[src/ccpp_pkg.sv]
package ccpp_pkg;

    // Parser phases
    typedef enum logic [2:0] {
        PH_HEADER  = 3'd0,
        PH_TAG     = 3'd1,
        PH_FIELDS  = 3'd2,
        PH_PAYLOAD = 3'd3,
        PH_STOP    = 3'd4
    } t_phase;

    // Result kinds
    localparam logic [2:0] KIND_HEADER  = 3'd0;
    localparam logic [2:0] KIND_UTF8    = 3'd1;
    localparam logic [2:0] KIND_INTEGER = 3'd2;
    localparam logic [2:0] KIND_CLASS   = 3'd3;
    localparam logic [2:0] KIND_METHOD  = 3'd4;
    localparam logic [2:0] KIND_UNKNOWN = 3'd5;

    // Constant pool tags
    localparam logic [7:0] TAG_UTF8    = 8'd1;
    localparam logic [7:0] TAG_INTEGER = 8'd3;
    localparam logic [7:0] TAG_CLASS   = 8'd7;
    localparam logic [7:0] TAG_METHOD  = 8'd10;

    // Header layout: last byte index of each field
    localparam logic [3:0] HDR_MAGIC_END = 4'd3;
    localparam logic [3:0] HDR_MINOR_END = 4'd5;
    localparam logic [3:0] HDR_MAJOR_END = 4'd7;
    localparam logic [3:0] HDR_LAST      = 4'd9;

    localparam logic [16:0] VERSION_BASE = 17'd44;
    localparam logic [15:0] LIMIT_RESET  = 16'd4;

    // Field bytes that follow a tag; zero for an unknown tag
    function automatic logic [2:0] field_bytes(input logic [7:0] tag);
        logic [2:0] n;
        case (tag)
            TAG_UTF8:    n = 3'd2;
            TAG_INTEGER: n = 3'd4;
            TAG_CLASS:   n = 3'd2;
            TAG_METHOD:  n = 3'd4;
            default:     n = 3'd0;
        endcase
        return n;
    endfunction

    // Smaller of the limit and pool count minus one
    function automatic logic [15:0] target_count(input logic [15:0] limit,
                                                 input logic [15:0] pool);
        logic [15:0] avail;
        avail = (pool != 16'd0) ? pool - 16'd1 : 16'd0;
        return (limit < avail) ? limit : avail;
    endfunction

endpackage

[src/ccpp_in_if.sv]
interface ccpp_in_if;
    logic       valid;
    logic       ready;
    logic [7:0] in_byte;
    logic       first_byte;

    modport source (output valid, output in_byte, output first_byte, input ready);
    modport sink   (input valid, input in_byte, input first_byte, output ready);
endinterface

[src/ccpp_out_if.sv]
interface ccpp_out_if;
    logic               valid;
    logic               ready;
    logic [2:0]         kind;
    logic [15:0]        entry_number;
    logic [7:0]         tag_value;
    logic [15:0]        first_value;
    logic [15:0]        second_value;
    logic signed [31:0] int_value;
    logic [31:0]        magic_number;
    logic signed [16:0] major_offset;
    logic               last_result;

    modport source (output valid, output kind, output entry_number, output tag_value,
                    output first_value, output second_value, output int_value,
                    output magic_number, output major_offset, output last_result,
                    input ready);
    modport sink   (input valid, input kind, input entry_number, input tag_value,
                    input first_value, input second_value, input int_value,
                    input magic_number, input major_offset, input last_result,
                    output ready);
endinterface

[src/class_constant_pool_parser.sv]
// A word accepted into the input register is parsed, and any result word it
// gives is loaded into the result register (input register, then parse logic).
// Throughput: one input word per cycle; input stalls only while reset is held
// or the input register is full and a result waits for a sink that is not ready.
// Reset (i_rst_n low, synchronous): header phase, empty pipeline, entry limit 4.
module class_constant_pool_parser #(
    parameter int COUNT_BITS = 16
) (
    input  logic          i_clk,
    input  logic          i_rst_n,
    input  logic          i_cfg_we,
    input  logic [15:0]   i_cfg_data,
    ccpp_in_if.sink       i_in,
    ccpp_out_if.source    o_out
);

    // Input register
    logic       r_in_valid;
    logic [7:0] r_in_byte;
    logic       r_in_first;

    // Parser state
    logic [15:0]           r_limit;
    ccpp_pkg::t_phase      r_phase, n_phase;
    logic [3:0]            r_hpos, n_hpos;
    logic [15:0]           r_fpos, n_fpos;
    logic [15:0]           r_done, n_done;
    logic [COUNT_BITS-1:0] r_pool, n_pool;
    logic [31:0]           r_gather, n_gather;
    logic [7:0]            r_tag, n_tag;
    logic [15:0]           r_minor, n_minor;

    // Result register
    logic               r_out_valid;
    logic [2:0]         r_kind, n_kind;
    logic [15:0]        r_num, n_num;
    logic [7:0]         r_tagv, n_tagv;
    logic [15:0]        r_first, n_first;
    logic [15:0]        r_second, n_second;
    logic signed [31:0] r_int, n_int;
    logic [31:0]        r_magic, n_magic;
    logic signed [16:0] r_jv, n_jv;
    logic               r_last, n_last;
    logic               n_emit;

    // Working values after a restart mark is applied
    ccpp_pkg::t_phase      e_phase;
    logic [3:0]            e_hpos;
    logic [15:0]           e_fpos;
    logic [15:0]           e_done;
    logic [COUNT_BITS-1:0] e_pool;
    logic [31:0]           e_gather;
    logic [15:0]           e_minor;
    logic [31:0]           shifted;
    logic [15:0]           fpos_inc;
    logic [15:0]           target;
    logic                  at_end;

    logic advance;

    assign advance     = !r_out_valid || o_out.ready;
    assign i_in.ready  = i_rst_n && (!r_in_valid || advance);

    // Configuration register
    always_ff @(posedge i_clk) begin
        if (!i_rst_n) begin
            r_limit <= ccpp_pkg::LIMIT_RESET;
        end else if (i_cfg_we) begin
            r_limit <= i_cfg_data;
        end
    end

    // Input register
    always_ff @(posedge i_clk) begin
        if (!i_rst_n) begin
            r_in_valid <= 1'b0;
        end else if (i_in.ready) begin
            r_in_valid <= i_in.valid;
        end
        if (i_in.valid && i_in.ready) begin
            r_in_byte  <= i_in.in_byte;
            r_in_first <= i_in.first_byte;
        end
    end

    // Parse one word
    always_comb begin
        e_phase  = r_in_first ? ccpp_pkg::PH_HEADER : r_phase;
        e_hpos   = r_in_first ? 4'd0 : r_hpos;
        e_fpos   = r_in_first ? 16'd0 : r_fpos;
        e_done   = r_in_first ? 16'd0 : r_done;
        e_pool   = r_in_first ? '0 : r_pool;
        e_gather = r_in_first ? 32'd0 : r_gather;
        e_minor  = r_in_first ? 16'd0 : r_minor;

        shifted  = {e_gather[23:0], r_in_byte};
        fpos_inc = e_fpos + 16'd1;
        target   = ccpp_pkg::target_count(r_limit, 16'(e_pool));
        at_end   = (e_done >= target);

        n_phase  = e_phase;
        n_hpos   = e_hpos;
        n_fpos   = e_fpos;
        n_done   = e_done;
        n_pool   = e_pool;
        n_gather = e_gather;
        n_tag    = r_in_first ? 8'd0 : r_tag;
        n_minor  = e_minor;

        n_emit   = 1'b0;
        n_kind   = ccpp_pkg::KIND_HEADER;
        n_num    = 16'd0;
        n_tagv   = 8'd0;
        n_first  = 16'd0;
        n_second = 16'd0;
        n_int    = 32'sd0;
        n_magic  = 32'd0;
        n_jv     = 17'sd0;
        n_last   = 1'b0;

        unique case (e_phase)
            ccpp_pkg::PH_HEADER: begin
                // Collect header fields big-endian
                if (e_hpos <= ccpp_pkg::HDR_MAGIC_END) begin
                    n_gather = (e_hpos == 4'd0) ? {24'd0, r_in_byte} : shifted;
                end else if (e_hpos <= ccpp_pkg::HDR_MINOR_END) begin
                    n_minor = {e_minor[7:0], r_in_byte};
                end else if (e_hpos <= ccpp_pkg::HDR_MAJOR_END) begin
                    n_fpos = {e_fpos[7:0], r_in_byte};
                end else begin
                    n_pool = COUNT_BITS'({e_pool, r_in_byte});
                end
                if (e_hpos < ccpp_pkg::HDR_LAST) begin
                    n_hpos = e_hpos + 4'd1;
                end else begin
                    n_hpos   = 4'd0;
                    n_done   = 16'd0;
                    n_emit   = 1'b1;
                    n_last   = (ccpp_pkg::target_count(r_limit, 16'(n_pool)) == 16'd0);
                    n_kind   = ccpp_pkg::KIND_HEADER;
                    n_num    = 16'(n_pool);
                    n_first  = n_minor;
                    n_second = e_fpos;
                    n_magic  = n_gather;
                    n_jv     = signed'(17'(e_fpos) - ccpp_pkg::VERSION_BASE);
                    n_fpos   = 16'd0;
                    n_phase  = n_last ? ccpp_pkg::PH_STOP : ccpp_pkg::PH_TAG;
                end
            end
            ccpp_pkg::PH_TAG: begin
                // Start an entry
                n_done   = e_done + 16'd1;
                n_tag    = r_in_byte;
                n_gather = 32'd0;
                n_fpos   = 16'd0;
                if (ccpp_pkg::field_bytes(r_in_byte) == 3'd0) begin
                    n_emit  = 1'b1;
                    n_kind  = ccpp_pkg::KIND_UNKNOWN;
                    n_num   = n_done;
                    n_tagv  = r_in_byte;
                    n_last  = 1'b1;
                    n_phase = ccpp_pkg::PH_STOP;
                end else begin
                    n_phase = ccpp_pkg::PH_FIELDS;
                end
            end
            ccpp_pkg::PH_FIELDS: begin
                // Gather field bytes, report when complete
                n_gather = shifted;
                n_fpos   = fpos_inc;
                if (fpos_inc >= 16'(ccpp_pkg::field_bytes(r_tag))) begin
                    n_emit  = 1'b1;
                    n_num   = e_done;
                    n_tagv  = r_tag;
                    n_last  = at_end;
                    n_fpos  = 16'd0;
                    n_phase = at_end ? ccpp_pkg::PH_STOP : ccpp_pkg::PH_TAG;
                    case (r_tag)
                        ccpp_pkg::TAG_UTF8: begin
                            n_kind  = ccpp_pkg::KIND_UTF8;
                            n_first = shifted[15:0];
                            if (shifted[15:0] != 16'd0) begin
                                n_fpos  = shifted[15:0];
                                n_phase = ccpp_pkg::PH_PAYLOAD;
                            end
                        end
                        ccpp_pkg::TAG_INTEGER: begin
                            n_kind = ccpp_pkg::KIND_INTEGER;
                            n_int  = signed'(shifted);
                        end
                        ccpp_pkg::TAG_CLASS: begin
                            n_kind  = ccpp_pkg::KIND_CLASS;
                            n_first = shifted[15:0];
                        end
                        default: begin
                            n_kind   = ccpp_pkg::KIND_METHOD;
                            n_first  = shifted[31:16];
                            n_second = shifted[15:0];
                        end
                    endcase
                end
            end
            ccpp_pkg::PH_PAYLOAD: begin
                // Skip string bytes
                n_fpos = e_fpos - 16'd1;
                if (n_fpos == 16'd0) begin
                    n_phase = at_end ? ccpp_pkg::PH_STOP : ccpp_pkg::PH_TAG;
                end
            end
            default: begin
                // Stopped: drop words until the next restart mark
            end
        endcase
    end

    // Parser state registers
    always_ff @(posedge i_clk) begin
        if (!i_rst_n) begin
            r_phase  <= ccpp_pkg::PH_HEADER;
            r_hpos   <= 4'd0;
            r_fpos   <= 16'd0;
            r_done   <= 16'd0;
            r_pool   <= '0;
            r_gather <= 32'd0;
            r_tag    <= 8'd0;
            r_minor  <= 16'd0;
        end else if (advance && r_in_valid) begin
            r_phase  <= n_phase;
            r_hpos   <= n_hpos;
            r_fpos   <= n_fpos;
            r_done   <= n_done;
            r_pool   <= n_pool;
            r_gather <= n_gather;
            r_tag    <= n_tag;
            r_minor  <= n_minor;
        end
    end

    // Result register
    always_ff @(posedge i_clk) begin
        if (!i_rst_n) begin
            r_out_valid <= 1'b0;
        end else if (advance) begin
            r_out_valid <= r_in_valid && n_emit;
        end
        if (advance && r_in_valid && n_emit) begin
            r_kind   <= n_kind;
            r_num    <= n_num;
            r_tagv   <= n_tagv;
            r_first  <= n_first;
            r_second <= n_second;
            r_int    <= n_int;
            r_magic  <= n_magic;
            r_jv     <= n_jv;
            r_last   <= n_last;
        end
    end

    assign o_out.valid        = r_out_valid;
    assign o_out.kind         = r_kind;
    assign o_out.entry_number = r_num;
    assign o_out.tag_value    = r_tagv;
    assign o_out.first_value  = r_first;
    assign o_out.second_value = r_second;
    assign o_out.int_value    = r_int;
    assign o_out.magic_number = r_magic;
    assign o_out.major_offset = r_jv;
    assign o_out.last_result  = r_last;

endmodule
[src/flat_wrapper.sv]
// flat-port wrapper written by rule: the top's interface ports become plain ports
module class_constant_pool_parser_flat 
#(
    parameter int COUNT_BITS = 16
)
  (i_clk, i_rst_n, i_cfg_we, i_cfg_data, i_in_valid, i_in_in_byte, i_in_first_byte, i_in_ready, o_out_valid, o_out_kind, o_out_entry_number, o_out_tag_value, o_out_first_value, o_out_second_value, o_out_int_value, o_out_magic_number, o_out_major_offset, o_out_last_result, o_out_ready);
  ccpp_in_if i_in_i ();
  ccpp_out_if o_out_i ();
  input  logic i_clk;
  input  logic i_rst_n;
  input  logic i_cfg_we;
  input  logic [15:0] i_cfg_data;
  input wire logic [$bits(i_in_i.valid)-1:0] i_in_valid;
  input wire logic [$bits(i_in_i.in_byte)-1:0] i_in_in_byte;
  input wire logic [$bits(i_in_i.first_byte)-1:0] i_in_first_byte;
  output wire logic [$bits(i_in_i.ready)-1:0] i_in_ready;
  output wire logic [$bits(o_out_i.valid)-1:0] o_out_valid;
  output wire logic [$bits(o_out_i.kind)-1:0] o_out_kind;
  output wire logic [$bits(o_out_i.entry_number)-1:0] o_out_entry_number;
  output wire logic [$bits(o_out_i.tag_value)-1:0] o_out_tag_value;
  output wire logic [$bits(o_out_i.first_value)-1:0] o_out_first_value;
  output wire logic [$bits(o_out_i.second_value)-1:0] o_out_second_value;
  output wire logic [$bits(o_out_i.int_value)-1:0] o_out_int_value;
  output wire logic [$bits(o_out_i.magic_number)-1:0] o_out_magic_number;
  output wire logic [$bits(o_out_i.major_offset)-1:0] o_out_major_offset;
  output wire logic [$bits(o_out_i.last_result)-1:0] o_out_last_result;
  input wire logic [$bits(o_out_i.ready)-1:0] o_out_ready;
  assign i_in_i.valid = i_in_valid;
  assign i_in_i.in_byte = i_in_in_byte;
  assign i_in_i.first_byte = i_in_first_byte;
  assign i_in_ready = i_in_i.ready;
  assign o_out_valid = o_out_i.valid;
  assign o_out_kind = o_out_i.kind;
  assign o_out_entry_number = o_out_i.entry_number;
  assign o_out_tag_value = o_out_i.tag_value;
  assign o_out_first_value = o_out_i.first_value;
  assign o_out_second_value = o_out_i.second_value;
  assign o_out_int_value = o_out_i.int_value;
  assign o_out_magic_number = o_out_i.magic_number;
  assign o_out_major_offset = o_out_i.major_offset;
  assign o_out_last_result = o_out_i.last_result;
  assign o_out_i.ready = o_out_ready;
  class_constant_pool_parser #(.COUNT_BITS(COUNT_BITS)) u_core (.i_clk(i_clk), .i_rst_n(i_rst_n), .i_cfg_we(i_cfg_we), .i_cfg_data(i_cfg_data), .i_in(i_in_i), .o_out(o_out_i));
endmodule
[config.mk]
export PLATFORM = sky130hd
export DESIGN_NAME = class_constant_pool_parser_flat
export DESIGN_NICKNAME = d
export VERILOG_FILES = /design/src/ccpp_pkg.sv /design/src/ccpp_in_if.sv /design/src/ccpp_out_if.sv /design/src/class_constant_pool_parser.sv /design/src/flat_wrapper.sv
export SDC_FILE = /design/constraint.sdc
export NUM_CORES = 1
export LEC_CHECK = 0
export ABC_CLOCK_PERIOD_IN_PS = 13700
export BUFFER_PORTS_ARGS = -buffer_cell sky130_fd_sc_hd__buf_2
export CORE_UTILIZATION = 40
export CTS_CLUSTER_DIAMETER = 30
export DETAILED_ROUTE_END_ITERATION = 6
export PLACE_DENSITY = 0.59
export SYNTH_ARGS = -nofsm -noshare
export SYNTH_HDL_FRONTEND = slang
export SYNTH_SLANG_ARGS = --single-unit
[constraint.sdc]
create_clock -name i_clk -period 13.7 [get_ports i_clk]
set_input_delay 0 -clock i_clk [delete_from_list [all_inputs] [get_ports i_clk]]
set_output_delay 0 -clock i_clk [all_outputs]
set_load 0.02 [all_outputs]
### Yosys cells after proc, flatten, opt, wreduce, memory -nomap -nowiden

Cells that the tools add are included.
Widths: inputs -> output; s select.

| word-level totals | value |
|---|---|
| flip-flop bits (word level) | 279 |
| latch bits | 0 |
| RAM bits | 0 |
| bits in read-only memories | 0 |
| memories | 0 |

| cells by class | value |
|---|---|
| add/subtract/negate cells | 7 |
| multipliers | 0 |
| div/mod/pow operators | 0 |
| order comparisons | 8 |
| equal/unequal tests | 11 |
| shifts and indexed selects | 0 |
| multiplexer cells | 75 |
| bitwise logic cells | 1 |
| reductions and logical operators | 26 |

Operators by type and width:

| operator | count |
|---|---|
| $mux 16 | 32 |
| $pmux 16 s2 | 4 |
| $mux 32 | 3 |
| $pmux 32 s3 | 1 |
| $pmux 16 s4 | 1 |
| $pmux 16 s3 | 1 |
| $reduce_bool 16->1 | 3 |
| $sub 16x1->16 const B | 3 |
| $mux 3 | 13 |
| $add 16x1->16 const B | 2 |
| $logic_not 16->1 | 2 |
| $lt 16x16->1 | 2 |
| $mux 8 | 4 |
| $pmux 3 s2 | 3 |
| $sub 16x6->17 const B | 1 |
| $eq 8x1->1 const B | 2 |
| $eq 8x2->1 const B | 2 |
| $eq 8x3->1 const B | 2 |
| $eq 8x4->1 const B | 2 |
| $ge 16x16->1 | 1 |
| $ge 16x3->1 | 1 |
| $pmux 8 s2 | 1 |
| $mux 4 | 3 |
| $pmux 3 s4 | 1 |
| 20 further kinds | 38 |

### Depth between registers and ports, before layout

| depth | value |
|---|---|
| depth after elaboration | 14 |
| gate-level depth with buffers | 31 |
| depth with buffers taken out | 24 |

### Worst setup path before layout

OpenSTA, ideal clock, no wires.

| timing path | value |
|---|---|
| path kind | register to register |
| start | register u_core.r_in_first |
| end | register u_core.r_num[0] (netlist: u_core.o_out.entry_number[0]), enable pin |
| setup time | 728 ps |
| arrival time | 11,043 ps |
| data required time | 12,972 ps |
| setup slack | 1,929 ps |
| cell stages (with the launch flop) | 17 |
| path buffers | 6 |
| clock period less this slack | 11,771 ps |
| cell sequence | edfxtp_1 -> buf_2 -> inv_2 -> clkbuf_1 -> clkbuf_1 -> clkbuf_1 -> clkbuf_1 -> nand2_1 -> inv_1 -> ha_1 -> nand3_1 -> nor4_1 -> mux2i_1 -> a2111oi_2 -> a31o_2 -> buf_2 -> a31oi_1 |

| on the way | value |
|---|---|
| word-level cells in the longest chain between the ends | 6 |

RTL lines:

| item | line | text |
|---|---|---|
| start, declared | class_constant_pool_parser.sv:20 | `logic r_in_first;` |
| start signal, assigned | class_constant_pool_parser.sv:82 | `r_in_first <= i_in.first_byte;` |
| $mux 16 | class_constant_pool_parser.sv:90 | `e_fpos = r_in_first ? 16'd0 : r_fpos;` |
| $add 16x1->16 | class_constant_pool_parser.sv:97 | `fpos_inc = e_fpos + 16'd1;` |
| $ge 16x3->1 | class_constant_pool_parser.sv:171 | `if (fpos_inc >= 16'(ccpp_pkg::field_bytes(r_tag))) begin` |
| $mux 1 | class_constant_pool_parser.sv:171 |  |
| $pmux 1 s3 * | class_constant_pool_parser.sv:121 | `unique case (e_phase)` |
| $logic_and 1x1->1 * | class_constant_pool_parser.sv:246 | `if (advance && r_in_valid && n_emit) begin` |
| end signal, assigned | class_constant_pool_parser.sv:248 | `r_num <= n_num;` |
| end, declared | class_constant_pool_parser.sv:36 | `logic [15:0] r_num, n_num;` |

Mark *: on every way between the ends. The rest lies on a longest branch, timed or not.
A chain may end at the register's enable or synchronous reset.

### Worst setup path in the final report

| timing path | value |
|---|---|
| start | register u_core.r_in_first |
| end | register u_core.r_phase[2] |

| on the way | value |
|---|---|
| word-level cells in the longest chain between the ends | 14 |

RTL lines:

| item | line | text |
|---|---|---|
| $mux 4 | class_constant_pool_parser.sv:89 | `e_hpos = r_in_first ? 4'd0 : r_hpos;` |
| $le 4x3->1 | class_constant_pool_parser.sv:128 | `end else if (e_hpos <= ccpp_pkg::HDR_MAJOR_END) begin` |
| $mux 16 | class_constant_pool_parser.sv:128 |  |
| $mux 16 | class_constant_pool_parser.sv:126 | `end else if (e_hpos <= ccpp_pkg::HDR_MINOR_END) begin` |
| $mux 16 | class_constant_pool_parser.sv:124 | `if (e_hpos <= ccpp_pkg::HDR_MAGIC_END) begin` |
| $mux 16 | class_constant_pool_parser.sv:121 |  |
| $sub 16x1->16 or $reduce_bool 16->1 (tied branches) | ccpp_pkg.sv:52 | `avail = (pool != 16'd0) ? pool - 16'd1 : 16'd0;` |
| $mux 16 | ccpp_pkg.sv:52 |  |
| $lt 16x16->1 | ccpp_pkg.sv:53 | `return (limit < avail) ? limit : avail;` |
| $mux 16 | ccpp_pkg.sv:53 |  |
| $logic_not 16->1 | class_constant_pool_parser.sv:139 | `n_last = (ccpp_pkg::target_count(r_limit, 16'(n_pool)) == 16'd0);` |
| $mux 3 | class_constant_pool_parser.sv:147 | `n_phase = n_last ? ccpp_pkg::PH_STOP : ccpp_pkg::PH_TAG;` |
| $mux 3 | class_constant_pool_parser.sv:133 | `if (e_hpos < ccpp_pkg::HDR_LAST) begin` |
| $pmux 3 s4 * | class_constant_pool_parser.sv:121 |  |
| end signal, assigned | class_constant_pool_parser.sv:219 | `r_phase <= ccpp_pkg::PH_HEADER;` |
| end signal, assigned | class_constant_pool_parser.sv:228 | `r_phase <= n_phase;` |
| end, declared | class_constant_pool_parser.sv:24 | `ccpp_pkg::t_phase r_phase, n_phase;` |

Mark *: on every way between the ends. The rest lies on a longest branch, timed or not. The select of a mux whose other input is x is not followed.

==> results by group <==
Hold path
  – Worst hold start: i_in_in_byte[0]
  – Worst hold path class: input pin to flop

Outcome
  – Status: finished, final reports clean

Timing
  – Unrepaired setup endpoints after global routing: no
  – Setup Skew: 0.0241 ns
  – Final Hold Fails: 0
  – Final Cycle Share: 0.499
  – Worst Slack Setup Final: around 7 ns
  – Slew Limit Fails: 0
  – Least-Margin Pin Slew: 1.20 ns
  – Slew headroom: 0.194
  – Maximum clock rate: 146 MHz
  – Fin Setup TNS: 0 ns
  – Final setup violation count: 0
  – Hold_ws: about 0.15 ns
  – Tmin final: a little under 7 ns

Drt
  – Post-route ant nets: 0
  – Wire per inst: approximately 21 um
  – Via-to-Cell Ratio: around 5.8
  – DRC violations left: 0
  – DRT iter0 DRCs: 1330
  – Drt first pass iters: 6
  – DR vias: approximately 15k
  – Routed wire length: 54500 um

Finish
  – Fin util: 0.508
  – Antenna diode count: 0
  – Final net count: roughly 2.1k
  – Layout cells sized above 1: 0.177
  – Layout Cells excl Fill: between 2k and 3k
  – Finished Cell Area: between 20000 and 25000 sq um
  – Syn-to-layout area delta: 25.3%
  – Filler instances: ~3.7k

Setup path
  – Worst R2R Start: u_core.r_in_first
  – Critical Path RT: between 10 and 15 ns
  – Worst Path Max Fanout: 82
  – CP arrival: between 7 and 8 ns
  – Startpoint types: flop
  – Worst Setup SP: u_core.r_in_first
  – Crit Path Class: flop to flop
  – Kind of end point of the critical path: flop

Global route
  – Gr ovfl total: 0
  – Tot GR Track Use: 0.261
  – Global-route wire length before repair: 83000 um
  – Vias in the first global route: 13.9k
  – Largest net degree at the start of global routing: 87
  – Initial antenna violation count: 0

Power and ir drop
  – Power per Cell Area: between 100 and 150 nW/um^2
  – VDD IR max: 0.0880 mV
  – Leak: around 7.2 nW
  – Design Power: 2.82 mW

Place
  – Placed cell area: approximately 17000 sq um
  – DP Cell Count: between 2k and 2.5k
  – Detailed Place HPWL: about 36000 um
  – Gpl congestion: approximately 0.9
  – DP Worst Slack: 6.89 ns
  – # port buffers: ~170

Yosys
  – Mean post-synth cell area: between 8 and 9 sq um
  – Top FF cell, synth: edfxtp_1
  – Area contributors post-synth: edfxtp_1, dfxtp_1, nor2_1, a21oi_1, ha_1
  – Area share of the largest cell type after synthesis: 0.280
  – Count leader, synth: nor2_1
  – Syn. warnings: 0
  – Unique masters post-synth: 82
  – Post-synth ARST share: 0
  – Mapped Cells: 1810
  – Sequential share of the synthesized area: 0.440
  – Flops & latches, synth: 279
  – Syn nets: between 1.5k and 2k
  – Number of enable flip-flop cells after synthesis: 150
  – Synthesized cell area: roughly 16000 sq um
  – Commonest cells post-synth: nor2_1, a21oi_1, nand2_1
  – Post-synth top area cell: edfxtp_1

Floorplan
  – Core ar.: 39700 sq um
  – Die H: around 200 um
  – Die footprint: 41100 sq um
  – Die W: approximately 200 um
  – Io pins: about 170
  – Initial core utilization: 0.406
  – Rows: between 70 and 80

Clock tree
  – H-tree levels: 3
  – CTS Buf Count: approximately 70
  – CTS Root Cell: clkbuf_16
  – Clock sinks: roughly 280
  – Clock Latency Late Sink: about 0.59 ns
  – Clock buffer depth: 3
  – Post-CTS Setup Inserts: 0
  – CTS tree: built
  – Reg clk slew, reported paths: around 0.04 ns

Run
  – Max cap viols: 0
## sequential cells by signal, indices dropped and copies added, names as in the netlist
name and flops:
u_core.o_out.entry_number 16, u_core.r_in_valid 1, u_core.r_gather 32, u_core.o_out.major_offset 17, u_core.o_out.tag_value 8, u_core.o_out.first_value 16, u_core.o_out.magic_number 32, u_core.r_phase 3
u_core.r_in_byte 8, u_core.o_out.kind 3, u_core.r_fpos 16, u_core.r_pool 16, u_core.o_out.valid 1, u_core.o_out.last_result 1, u_core.r_hpos 4, u_core.r_minor 16
u_core.r_in_first 1, u_core.o_out.int_value 32, u_core.r_done 16, u_core.r_limit 16, u_core.r_tag 8, u_core.o_out.second_value 16
## path summary, 6_finish.rpt
kind         depth (start not counted)  slack (ns)                  end
max                                 24        6.86    u_core.r_phase[2]
min                                  2        0.15  u_core.r_in_byte[0]
max reg2reg                         24        6.86    u_core.r_phase[2]
min reg2reg                          2        0.46     u_core.r_hpos[0]
## cell type report
class,instances,area (sq um),area share
sequential,279,7090,0.351
timing repair buffer,247,1540,0.0762
clock inverter,40,519,0.0257
tap,525,657,0.0325
clock buffer,87,1930,0.0956
inverter,44,165,0.00818
multi-input combinational,1338,8290,0.411
## critical path: stages (launching register included)
cell	delay, ns
edfxtp_1	0.32
buf_4	0.40
buf_4	0.75
o21a_1	0.35
o21ai_2	0.15
o21ai_0	0.19
ha_1	0.31
a21o_1	0.17
a21o_1	0.18
a21o_1	0.17
a21o_1	0.17
a21oi_1	0.15
o21ai_0	0.10
a21oi_1	0.53
buf_4	0.34
mux2_1	0.34
ha_1	0.29
a21o_1	0.19
a21o_1	0.17
a221oi_1	0.22
o21ai_0	0.15
a31oi_1	0.59
o41ai_2	0.18
o31ai_1	0.21
o21ai_1	0.09
## metal layers
layer | GRT usage | share of wire
met5 | 0 | 0
met4 | 0.111 | 0.036
met3 | 0.0464 | 0.072
met2 | 0.415 | 0.46
met1 | 0.348 | 0.43
## cells by family (layout without fill, tap and decap cells)
group | after synthesis | count (layout) | share of synthesized area
AND/OR/NAND/NOR | 686 | 686 | 0.208
AO/OA/AOI/OAI | 480 | 480 | 0.190
flip-flops | 279 | 279 | 0.440
buffers and inverters | 193 | 418 | 0.0479
multiplexers | 69 | 69 | 0.0437
adder cells (fa/ha/maj) | 60 | 60 | 0.0466
XOR/XNOR | 43 | 43 | 0.0234
## layout by cell type, fill, tap and decap left out, types with 10 or more instances in the layout
master         synthesis  final
nor3_1                47     47
clkinvlp_4             0     11
and2_1                42     42
a31oi_1               13     12
mux2i_1               58     58
nor3b_1               19     19
o21a_1                10     10
nand3b_1              30     30
ha_1                  60     60
o21ai_1               26     25
o221ai_1              12     12
nor2_1               229    226
nand3_1               23     23
inv_1                 40     40
a21oi_1              165    164
buf_2                 29    172
or3_1                 10     10
xor2_1                15     15
a22oi_1               59     59
buf_4                  1     29
clkbuf_16              0     73
and3_1                11     11
nor2b_1               33     33
xnor2_1               28     28
nand2_1              162    162
edfxtp_1             150    150
a21o_1                16     16
nand2b_1              13     12
o21ai_0               74     74
nand4_1               13     13
dfxtp_1              129    129
nor4_1                19     19
dlygate4sd3_1          0     46
a221o_1               11     11
## timing repair
item                      in CTS  in global routing
hold buffers                  46                  0
hold endpoints to repair      48                  0
gates resized for setup        0                  0
## power by group
group / switching (mW) / leakage (nW) / internal, mW / total, mW
Clock: 0.536 / 1.16 / 1.14 / 1.68
Combinational: 0.135 / 3.81 / 0.0808 / 0.216
Sequential: 0.0352 / 2.28 / 0.897 / 0.932
Total: 0.706 / 7.25 / 2.12 / 2.82
(Power assumes the default switching activity.)
